--- src/design/mthw_pkg.sv ---
// Shared types and constants for the multi-task heartbeat watchdog.
`timescale 1ns / 1ps
`default_nettype none
package mthw_pkg;

	localparam int NUM_SLOTS_DEF = 16;
	localparam logic [31:0] DEFAULT_PERIOD_RESET = 32'd60000;

	localparam logic [1:0] OP_TICK      = 2'd0;
	localparam logic [1:0] OP_REGISTER  = 2'd1;
	localparam logic [1:0] OP_HEARTBEAT = 2'd2;
	localparam logic [1:0] OP_CHECK     = 2'd3;

	typedef struct packed {
		logic [7:0]  key;
		logic [31:0] last_beat;
		logic [31:0] period;
	} slot_t;

	typedef struct packed {
		logic        key_hit;
		logic        over;
		logic [31:0] age;
	} cmp_t;

endpackage
`default_nettype wire

--- src/design/mthw_if.sv ---
// Channel interfaces: item input, result output and configuration write.
`timescale 1ns / 1ps
`default_nettype none
interface mthw_item_if;
	logic        valid;
	logic        ready;
	logic [1:0]  opcode;
	logic [7:0]  task_key;
	logic [31:0] max_period_ms;

	modport source (output valid, output opcode, output task_key, output max_period_ms,
		input ready);
	modport sink (input valid, input opcode, input task_key, input max_period_ms,
		output ready);
endinterface

interface mthw_result_if;
	logic        valid;
	logic        ready;
	logic        table_full;
	logic        frozen_found;
	logic [7:0]  frozen_key;
	logic [31:0] frozen_age_ms;
	logic [31:0] uptime_ms;

	modport source (output valid, output table_full, output frozen_found,
		output frozen_key, output frozen_age_ms, output uptime_ms, input ready);
	modport sink (input valid, input table_full, input frozen_found,
		input frozen_key, input frozen_age_ms, input uptime_ms, output ready);
endinterface

interface mthw_cfg_if;
	logic        valid;
	logic        ready;
	logic [31:0] data;

	modport source (output valid, output data, input ready);
	modport sink (input valid, input data, output ready);
endinterface
`default_nettype wire

--- src/design/multi_task_heartbeat_watchdog_core.sv ---
// Top level: sequencer, slot counter, clock counter and result register.
//
//  channel  | dir | beat carries
//  ---------+-----+---------------------------------------------------
//  item     | in  | opcode, task_key, max_period_ms
//  result   | out | table_full, frozen_found, frozen_key, frozen_age_ms, uptime_ms
//  cfg      | in  | default_period_ms
//
//  Tick and register pass from accept through the EXEC and FIN states to result valid.
//  Heartbeat and check scan slots through one memory read port and one compare
//  unit, one slot per cycle, and stop at the first hit.
//  item.ready is high only while the sequencer is idle; a stalled result
//  holds in the output register while the next item is accepted.
//  Reset clears the clock counter and slot count and loads the default period (60000).
`timescale 1ns / 1ps
`default_nettype none
module multi_task_heartbeat_watchdog_core import mthw_pkg::*; #(
	parameter int NUM_SLOTS = NUM_SLOTS_DEF
) (
	input  wire logic     clk,
	input  wire logic     arst_n,
	mthw_item_if.sink     item,
	mthw_result_if.source result,
	mthw_cfg_if.sink      cfg
);

	localparam int IW = (NUM_SLOTS > 1) ? $clog2(NUM_SLOTS) : 1;
	localparam int CW = $clog2(NUM_SLOTS + 1);
	localparam logic [CW-1:0] SLOTS_MAX = CW'(NUM_SLOTS);

	localparam logic [1:0] ST_IDLE = 2'd0;
	localparam logic [1:0] ST_EXEC = 2'd1;
	localparam logic [1:0] ST_SCAN = 2'd2;
	localparam logic [1:0] ST_FIN  = 2'd3;

	logic [1:0]    state_q;
	logic [1:0]    op_q;
	logic [7:0]    key_q;
	logic [31:0]   per_q;
	logic [31:0]   time_q;
	logic [31:0]   dflt_q;
	logic [CW-1:0] cnt_q;
	logic [CW-1:0] issue_q;
	logic          pend_q;
	logic [IW-1:0] cidx_q;

	logic          r_full_q;
	logic          r_found_q;
	logic [7:0]    r_key_q;
	logic [31:0]   r_age_q;

	logic          res_v_q;
	logic          res_full_q;
	logic          res_found_q;
	logic [7:0]    res_key_q;
	logic [31:0]   res_age_q;
	logic [31:0]   res_up_q;

	slot_t         rd_entry;
	cmp_t          cmp;
	logic          wr_en;
	logic [IW-1:0] wr_idx;
	slot_t         wr_entry;

	logic          accept;
	logic          out_free;
	logic          is_full;
	logic          more;
	logic          hit_now;
	logic          miss_now;
	logic          append;

	mthw_slot_mem #(.NUM_SLOTS(NUM_SLOTS)) u_mem (
		.clk      (clk),
		.wr_en    (wr_en),
		.wr_idx   (wr_idx),
		.wr_entry (wr_entry),
		.rd_idx   (issue_q[IW-1:0]),
		.rd_entry (rd_entry)
	);

	mthw_cmp u_cmp (
		.entry (rd_entry),
		.key   (key_q),
		.now   (time_q),
		.res   (cmp)
	);

	assign item.ready = (state_q == ST_IDLE);
	assign accept     = item.valid && item.ready;
	assign cfg.ready  = 1'b1;
	assign out_free   = !res_v_q || result.ready;
	assign is_full    = (cnt_q == SLOTS_MAX);
	assign more       = (issue_q < cnt_q);
	assign hit_now    = (state_q == ST_SCAN) && pend_q &&
		((op_q == OP_HEARTBEAT) ? cmp.key_hit : cmp.over);
	assign miss_now   = (state_q == ST_SCAN) && !pend_q && !more;

	always_comb begin
		wr_en    = 1'b0;
		wr_idx   = cnt_q[IW-1:0];
		wr_entry = '{key: key_q, last_beat: time_q, period: per_q};
		append   = 1'b0;
		if (state_q == ST_EXEC && op_q == OP_REGISTER && !is_full) begin
			wr_en  = 1'b1;
			append = 1'b1;
		end else if (hit_now && op_q == OP_HEARTBEAT) begin
			wr_en    = 1'b1;
			wr_idx   = cidx_q;
			wr_entry = '{key: rd_entry.key, last_beat: time_q, period: rd_entry.period};
		end else if (miss_now && op_q == OP_HEARTBEAT && !is_full) begin
			wr_en    = 1'b1;
			append   = 1'b1;
			wr_entry = '{key: key_q, last_beat: time_q, period: dflt_q};
		end
	end

	always_ff @(posedge clk or negedge arst_n) begin
		if (!arst_n) begin
			state_q <= ST_IDLE;
			time_q  <= '0;
			cnt_q   <= '0;
			dflt_q  <= DEFAULT_PERIOD_RESET;
			res_v_q <= 1'b0;
			issue_q <= '0;
			pend_q  <= 1'b0;
		end else begin
			if (cfg.valid && cfg.ready) begin
				dflt_q <= cfg.data;
			end
			if (append) begin
				cnt_q <= cnt_q + 1'b1;
			end
			if (state_q == ST_FIN && out_free) begin
				res_v_q <= 1'b1;
			end else if (result.ready) begin
				res_v_q <= 1'b0;
			end
			case (state_q)
				ST_IDLE: begin
					issue_q <= '0;
					pend_q  <= 1'b0;
					if (accept) begin
						if (item.opcode == OP_TICK || item.opcode == OP_REGISTER) begin
							state_q <= ST_EXEC;
						end else begin
							state_q <= ST_SCAN;
						end
					end
				end
				ST_EXEC: begin
					if (op_q == OP_TICK) begin
						time_q <= time_q + 32'd1;
					end
					state_q <= ST_FIN;
				end
				ST_SCAN: begin
					pend_q <= more;
					if (more) begin
						issue_q <= issue_q + 1'b1;
					end
					if (hit_now || miss_now) begin
						state_q <= ST_FIN;
					end
				end
				ST_FIN: begin
					if (out_free) begin
						state_q <= ST_IDLE;
					end
				end
				default: begin
					state_q <= ST_IDLE;
				end
			endcase
		end
	end

	always_ff @(posedge clk) begin
		if (accept) begin
			op_q  <= item.opcode;
			key_q <= item.task_key;
			per_q <= item.max_period_ms;
		end
		cidx_q <= issue_q[IW-1:0];
		if (state_q == ST_EXEC) begin
			r_full_q  <= (op_q == OP_REGISTER) && is_full;
			r_found_q <= 1'b0;
			r_key_q   <= '0;
			r_age_q   <= '0;
		end else if (hit_now) begin
			r_full_q  <= 1'b0;
			r_found_q <= (op_q == OP_CHECK);
			r_key_q   <= (op_q == OP_CHECK) ? rd_entry.key : 8'd0;
			r_age_q   <= (op_q == OP_CHECK) ? cmp.age : 32'd0;
		end else if (miss_now) begin
			r_full_q  <= (op_q == OP_HEARTBEAT) && is_full;
			r_found_q <= 1'b0;
			r_key_q   <= '0;
			r_age_q   <= '0;
		end
		if (state_q == ST_FIN && out_free) begin
			res_full_q  <= r_full_q;
			res_found_q <= r_found_q;
			res_key_q   <= r_key_q;
			res_age_q   <= r_age_q;
			res_up_q    <= time_q;
		end
	end

	assign result.valid         = res_v_q;
	assign result.table_full    = res_full_q;
	assign result.frozen_found  = res_found_q;
	assign result.frozen_key    = res_key_q;
	assign result.frozen_age_ms = res_age_q;
	assign result.uptime_ms     = res_up_q;

endmodule
`default_nettype wire

--- src/design/mthw_slot_mem.sv ---
// Slot table memory: one write port, one registered read port.
`timescale 1ns / 1ps
`default_nettype none
module mthw_slot_mem import mthw_pkg::*; #(
	parameter int NUM_SLOTS = NUM_SLOTS_DEF,
	localparam int IW = (NUM_SLOTS > 1) ? $clog2(NUM_SLOTS) : 1
) (
	input  wire logic          clk,
	input  wire logic          wr_en,
	input  wire logic [IW-1:0] wr_idx,
	input  wire slot_t         wr_entry,
	input  wire logic [IW-1:0] rd_idx,
	output slot_t              rd_entry
);

	slot_t mem_q [NUM_SLOTS];
	slot_t rd_q;

	always_ff @(posedge clk) begin
		if (wr_en) begin
			mem_q[wr_idx] <= wr_entry;
		end
		rd_q <= mem_q[rd_idx];
	end

	assign rd_entry = rd_q;

endmodule
`default_nettype wire

--- src/design/mthw_cmp.sv ---
// Shared compare unit: key match and wrapped age against period.
`timescale 1ns / 1ps
`default_nettype none
module mthw_cmp import mthw_pkg::*; (
	input  wire slot_t       entry,
	input  wire logic [7:0]  key,
	input  wire logic [31:0] now,
	output cmp_t             res
);

	logic [31:0] age;

	assign age         = now - entry.last_beat;
	assign res.age     = age;
	assign res.over    = age > entry.period;
	assign res.key_hit = entry.key == key;

endmodule
`default_nettype wire

--- src/flat_wrapper.sv ---
// flat-port wrapper written by rule: the top's interface ports become plain ports
module multi_task_heartbeat_watchdog_core_flat import mthw_pkg::*;
#(
	parameter int NUM_SLOTS = NUM_SLOTS_DEF
)
  (clk, arst_n, item_valid, item_opcode, item_task_key, item_max_period_ms, item_ready, result_valid, result_table_full, result_frozen_found, result_frozen_key, result_frozen_age_ms, result_uptime_ms, result_ready, cfg_valid, cfg_data, cfg_ready);
  mthw_item_if item_i ();
  mthw_result_if result_i ();
  mthw_cfg_if cfg_i ();
  input  wire logic clk;
  input  wire logic arst_n;
  input wire logic [$bits(item_i.valid)-1:0] item_valid;
  input wire logic [$bits(item_i.opcode)-1:0] item_opcode;
  input wire logic [$bits(item_i.task_key)-1:0] item_task_key;
  input wire logic [$bits(item_i.max_period_ms)-1:0] item_max_period_ms;
  output wire logic [$bits(item_i.ready)-1:0] item_ready;
  output wire logic [$bits(result_i.valid)-1:0] result_valid;
  output wire logic [$bits(result_i.table_full)-1:0] result_table_full;
  output wire logic [$bits(result_i.frozen_found)-1:0] result_frozen_found;
  output wire logic [$bits(result_i.frozen_key)-1:0] result_frozen_key;
  output wire logic [$bits(result_i.frozen_age_ms)-1:0] result_frozen_age_ms;
  output wire logic [$bits(result_i.uptime_ms)-1:0] result_uptime_ms;
  input wire logic [$bits(result_i.ready)-1:0] result_ready;
  input wire logic [$bits(cfg_i.valid)-1:0] cfg_valid;
  input wire logic [$bits(cfg_i.data)-1:0] cfg_data;
  output wire logic [$bits(cfg_i.ready)-1:0] cfg_ready;
  assign item_i.valid = item_valid;
  assign item_i.opcode = item_opcode;
  assign item_i.task_key = item_task_key;
  assign item_i.max_period_ms = item_max_period_ms;
  assign item_ready = item_i.ready;
  assign result_valid = result_i.valid;
  assign result_table_full = result_i.table_full;
  assign result_frozen_found = result_i.frozen_found;
  assign result_frozen_key = result_i.frozen_key;
  assign result_frozen_age_ms = result_i.frozen_age_ms;
  assign result_uptime_ms = result_i.uptime_ms;
  assign result_i.ready = result_ready;
  assign cfg_i.valid = cfg_valid;
  assign cfg_i.data = cfg_data;
  assign cfg_ready = cfg_i.ready;
  multi_task_heartbeat_watchdog_core #(.NUM_SLOTS(NUM_SLOTS)) u_core (.clk(clk), .arst_n(arst_n), .item(item_i), .result(result_i), .cfg(cfg_i));
endmodule
--- config.mk ---
export PLATFORM = sky130hd
export DESIGN_NAME = multi_task_heartbeat_watchdog_core_flat
export DESIGN_NICKNAME = d
export VERILOG_FILES = /design/src/design/mthw_pkg.sv /design/src/design/mthw_if.sv /design/src/design/multi_task_heartbeat_watchdog_core.sv /design/src/design/mthw_slot_mem.sv /design/src/design/mthw_cmp.sv /design/src/flat_wrapper.sv
export SDC_FILE = /design/constraint.sdc
export NUM_CORES = 1
export LEC_CHECK = 0
export BUFFER_PORTS_ARGS = -buffer_cell sky130_fd_sc_hd__buf_2
export CAP_MARGIN = 0
export CORE_ASPECT_RATIO = 1.25
export CORE_MARGIN = 2
export CORE_UTILIZATION = 56
export CTS_CLUSTER_SIZE = 8
export DETAILED_ROUTE_END_ITERATION = 16
export PLACE_DENSITY = 0.76
export SYNTH_ARGS = -nofsm -noshare
export SYNTH_HDL_FRONTEND = slang
export SYNTH_SLANG_ARGS = --single-unit
--- constraint.sdc ---
create_clock -name clk -period 4.93 [get_ports clk]
set_input_delay 0.986 -clock clk [delete_from_list [all_inputs] [get_ports clk]]
set_output_delay 0.986 -clock clk [all_outputs]
set_load 0.05 [all_outputs]
==> reports/results.ini <==
[route]
wl_per_cell_um=30.7
drc=0
drt_wl_total_mm=138
firstDrtPassIters=6
vias=28587
avgViaCountPerCell=6.36
drt_iter0_markers=3489
antenna_left=0

[timing]
slew_headroom=0.229
rsz0062_at_grt=true
period_minus_slack_ps=4780
skew_ps=60.6
clock.fmax_ghz=0.209
setup_viol=0
worstMarginPinSlew_ps=1160
period_share=0.970
worst_slack_ps=148
slew_viol_final=0
hold_violations=0

[critical_path]
required_ps=5600
cpMaxStageDelayCell=a2111o_1
r2r_cells=17
r2r-start=u_core.time_q[6]$_DFFE_PN0P_
reg2reg_slack_ps=150
cp_max_fo=5
worstSetupPathType=reg2reg
worstSetupEndpointType=flop
rr_endpoint=u_core.state_q[0]$_DFFE_PN0P_
start_kind=flop
crit_chain=ha_1 > a211o_1 > o211ai_1 > a21oi_1 > a211o_2 > a21oi_1 > o21a_1 > xnor2_1 > ha_1 > a21oi_1 > o21ai_1 > a2111o_1 > a2111o_1 > a31oi_4 > o2111ai_1 > o221ai_2 > mux2_2
crit_top_cell=a21oi_1
slowest_delay_ps=390
arrival_ps=5460

[floorplan]
io_pins=156
die-area_um2=103000
die_h_um=358
die_x_um=287
start_util=0.566
rows=129
core_area_um2=99300

[global_routing]
grt_usage=0.274
grt_overflow=0
antenna_found_initial=4
grt_pass1_vias=29863
grt_max_degree=113
grt_pass1_wl_mm=201

[cts]
cts_tree=built
root_buffer=clkbuf_16
cts_max_path_buffers=3
path_clk_slew_ps=50
clk_latency_ps=820
cts_max_level=4
numCtsBuffers=201
cts_num_sinks=1464
hold_buffers=0

[power_and_ir_drop]
cellPowerDensity_nw_per_um2=537
ir_drop_v=0.000379
p_leak_uw=0.0217
total_power_uw=35200

[finish]
post-route-util=0.659
nets=3171
fillers=6148
areaGrowthSynthToFinish_pct=16.4
drive_gt1_frac=0.291

[synthesis]
synth.avg_cell_area_um2=21.0
yosysSeqAreaShare=0.754
synth_top_area_frac=0.678
ys_ff_latch=1464
ys.flop_type=edfxtp_1
yosysTopAreaCell=edfxtp_1
ys_warn_count=0
netlist_instances=2671
async_flop_share=0.0533
syn-cell-area_um2=56200
synth_cell_type_count=74
syn-num-nets=2826
synth_edf_count=1269
yosys-top-cells-area=edfxtp_1 (68%), mux4_2 (14%), dfxtp_1 (4.2%)

[run_status]
outcome=finished, final reports clean

[hold_path]
hp-class=in2async

[place]
place_ws_ps=-124
place.gp.congestion=0.876
port_buffers=154
hpwl_mm=72.6

[run]
cap_violations=0

==> how the worst max path moves through the flow <==
stage | cells after the start | from | slack (ps) | to
3_5_place_dp | 20 | u_core.time_q[0]$_DFFE_PN0P_ | -120 | u_core.r_age_q[29]$_SDFFE_PP0P_
4_1_cts | 20 | u_core.time_q[0]$_DFFE_PN0P_ | 60 | u_core.r_age_q[29]$_SDFFE_PP0P_
2_1_floorplan | 8 | u_core.key_q[3]$_DFFE_PP_ | -460 | u_core.u_mem.mem_q[0][0]$_DFFE_PP_
5_1_grt | 17 | u_core.time_q[6]$_DFFE_PN0P_ | -20 | u_core.state_q[0]$_DFFE_PN0P_
6_report | 17 | u_core.time_q[6]$_DFFE_PN0P_ | 150 | u_core.state_q[0]$_DFFE_PN0P_
3_3_place_gp | 20 | u_core.time_q[0]$_DFFE_PN0P_ | 6 | u_core.r_age_q[29]$_SDFFE_PP0P_
==> power breakdown <==
| group | switching (uW) | leakage [uW] | internal (uW) | total (uW) |
|---|---|---|---|---|
| clock | 5100 | 0.00282 | 7770 | 12900 |
| sequential | 629 | 0.0132 | 14800 | 15400 |
| combinational | 4180 | 0.00570 | 2720 | 6900 |
| total | 9910 | 0.0217 | 25300 | 35200 |
==> timing repair <==
action	CTS	global route
pin swaps	1	4
cloned	1	1
buffers inserted	0	7
resized for setup	1	7
endpoints found under the setup margin	5	44
==> area by class of cell <==
cell class	count	area, um^2	area share
Clock inverter	13	274	0.00419
Tap cell	1310	1640	0.0251
Antenna cell	1	2.50	0.0000382
Timing Repair Buffer	258	1850	0.0283
Clock buffer	360	5710	0.0873
Multi-Input combinational cell	996	13200	0.201
Sequential cell	1464	42400	0.648
Inverter	95	357	0.00545
==> metal layers <==
| metal | track usage | share of wire |
|---|---|---|
| met1 | 0.364 | 0.38 |
| met5 | 0 | 0.000072 |
| met3 | 0.0528 | 0.083 |
| met2 | 0.452 | 0.51 |
| met4 | 0.108 | 0.036 |
==> cells in the mapped netlist (6+ instances only) <==
cell / count
and2_1: 8
dfstp_2: 7
a21o_1: 47
nand4_1: 16
and3_1: 8
xor2_1: 27
o21a_1: 6
mux2_2: 35
nand2_1: 62
mux4_2: 360
edfxtp_1: 1269
nand3_1: 21
buf_2: 9
inv_1: 95
buf_1: 38
dfxtp_1: 117
dfrtp_1: 71
a21oi_1: 40
o21ai_0: 22
a22o_1: 68
xnor2_1: 42
ha_1: 75
clkbuf_1: 64
nor2_1: 51
nor3_1: 8
==> placed cells by master, fill, tap and decap left out, drive strengths merged, types with 7 or more instances in the layout <==
cell type	n
mux4	360
o21ai	26
a21oi	43
nand3	21
edfxtp	1269
and2	8
and3	10
dfrtp	71
nand4	16
nor2	53
nor3	10
clkbuf	360
inv	96
dfxtp	117
ha	75
a21o	47
o211ai	7
clkinv	12
xnor2	42
xor2	27
buf	258
nand2	62
mux2	35
a22o	69
dfstp	7
==> per-stage QoR <==
stage	hold slack [ps]	area, um^2	instances	setup TNS [ps]
after floorplan	372	56200	2671	-479900
after global placement	429	59300	4114	0
final	183	65400	4497	0
after detailed placement	434	59300	4114	-211
after CTS	148	65300	4488	0
after global routing	185	65400	4496	-32.4
==> critical path: cells and delay by family, from the launching register on <==
| family | cells | cell delay, ps |
|---|---|---|
| flops | 1 | 380 |
| fa+ha+maj | 2 | 660 |
| mux | 1 | 370 |
| xor+xnor | 1 | 200 |
| compound gates | 13 | 3040 |
==> cell families after synthesis <==
kind of cell    synth area share
buf+inv                   0.0152
mux                        0.152
flops                      0.754
compound gates            0.0326
other cells            0.0000667
xor+xnor                  0.0107
simple gates              0.0179
fa+ha+maj                 0.0170
==> registers in the layout, summed over array words and instances (netlist names), 32 cells and up <==
name                         cells
u_core.u_mem.mem_q            1152
u_core.u_mem.rd_entry           72
u_core.time_q                   32
u_core.result.uptime_ms         32
u_core.dflt_q                   32
u_core.per_q                    32
u_core.r_age_q                  32
u_core.result.frozen_age_ms     32
(Power assumes the default switching activity.)
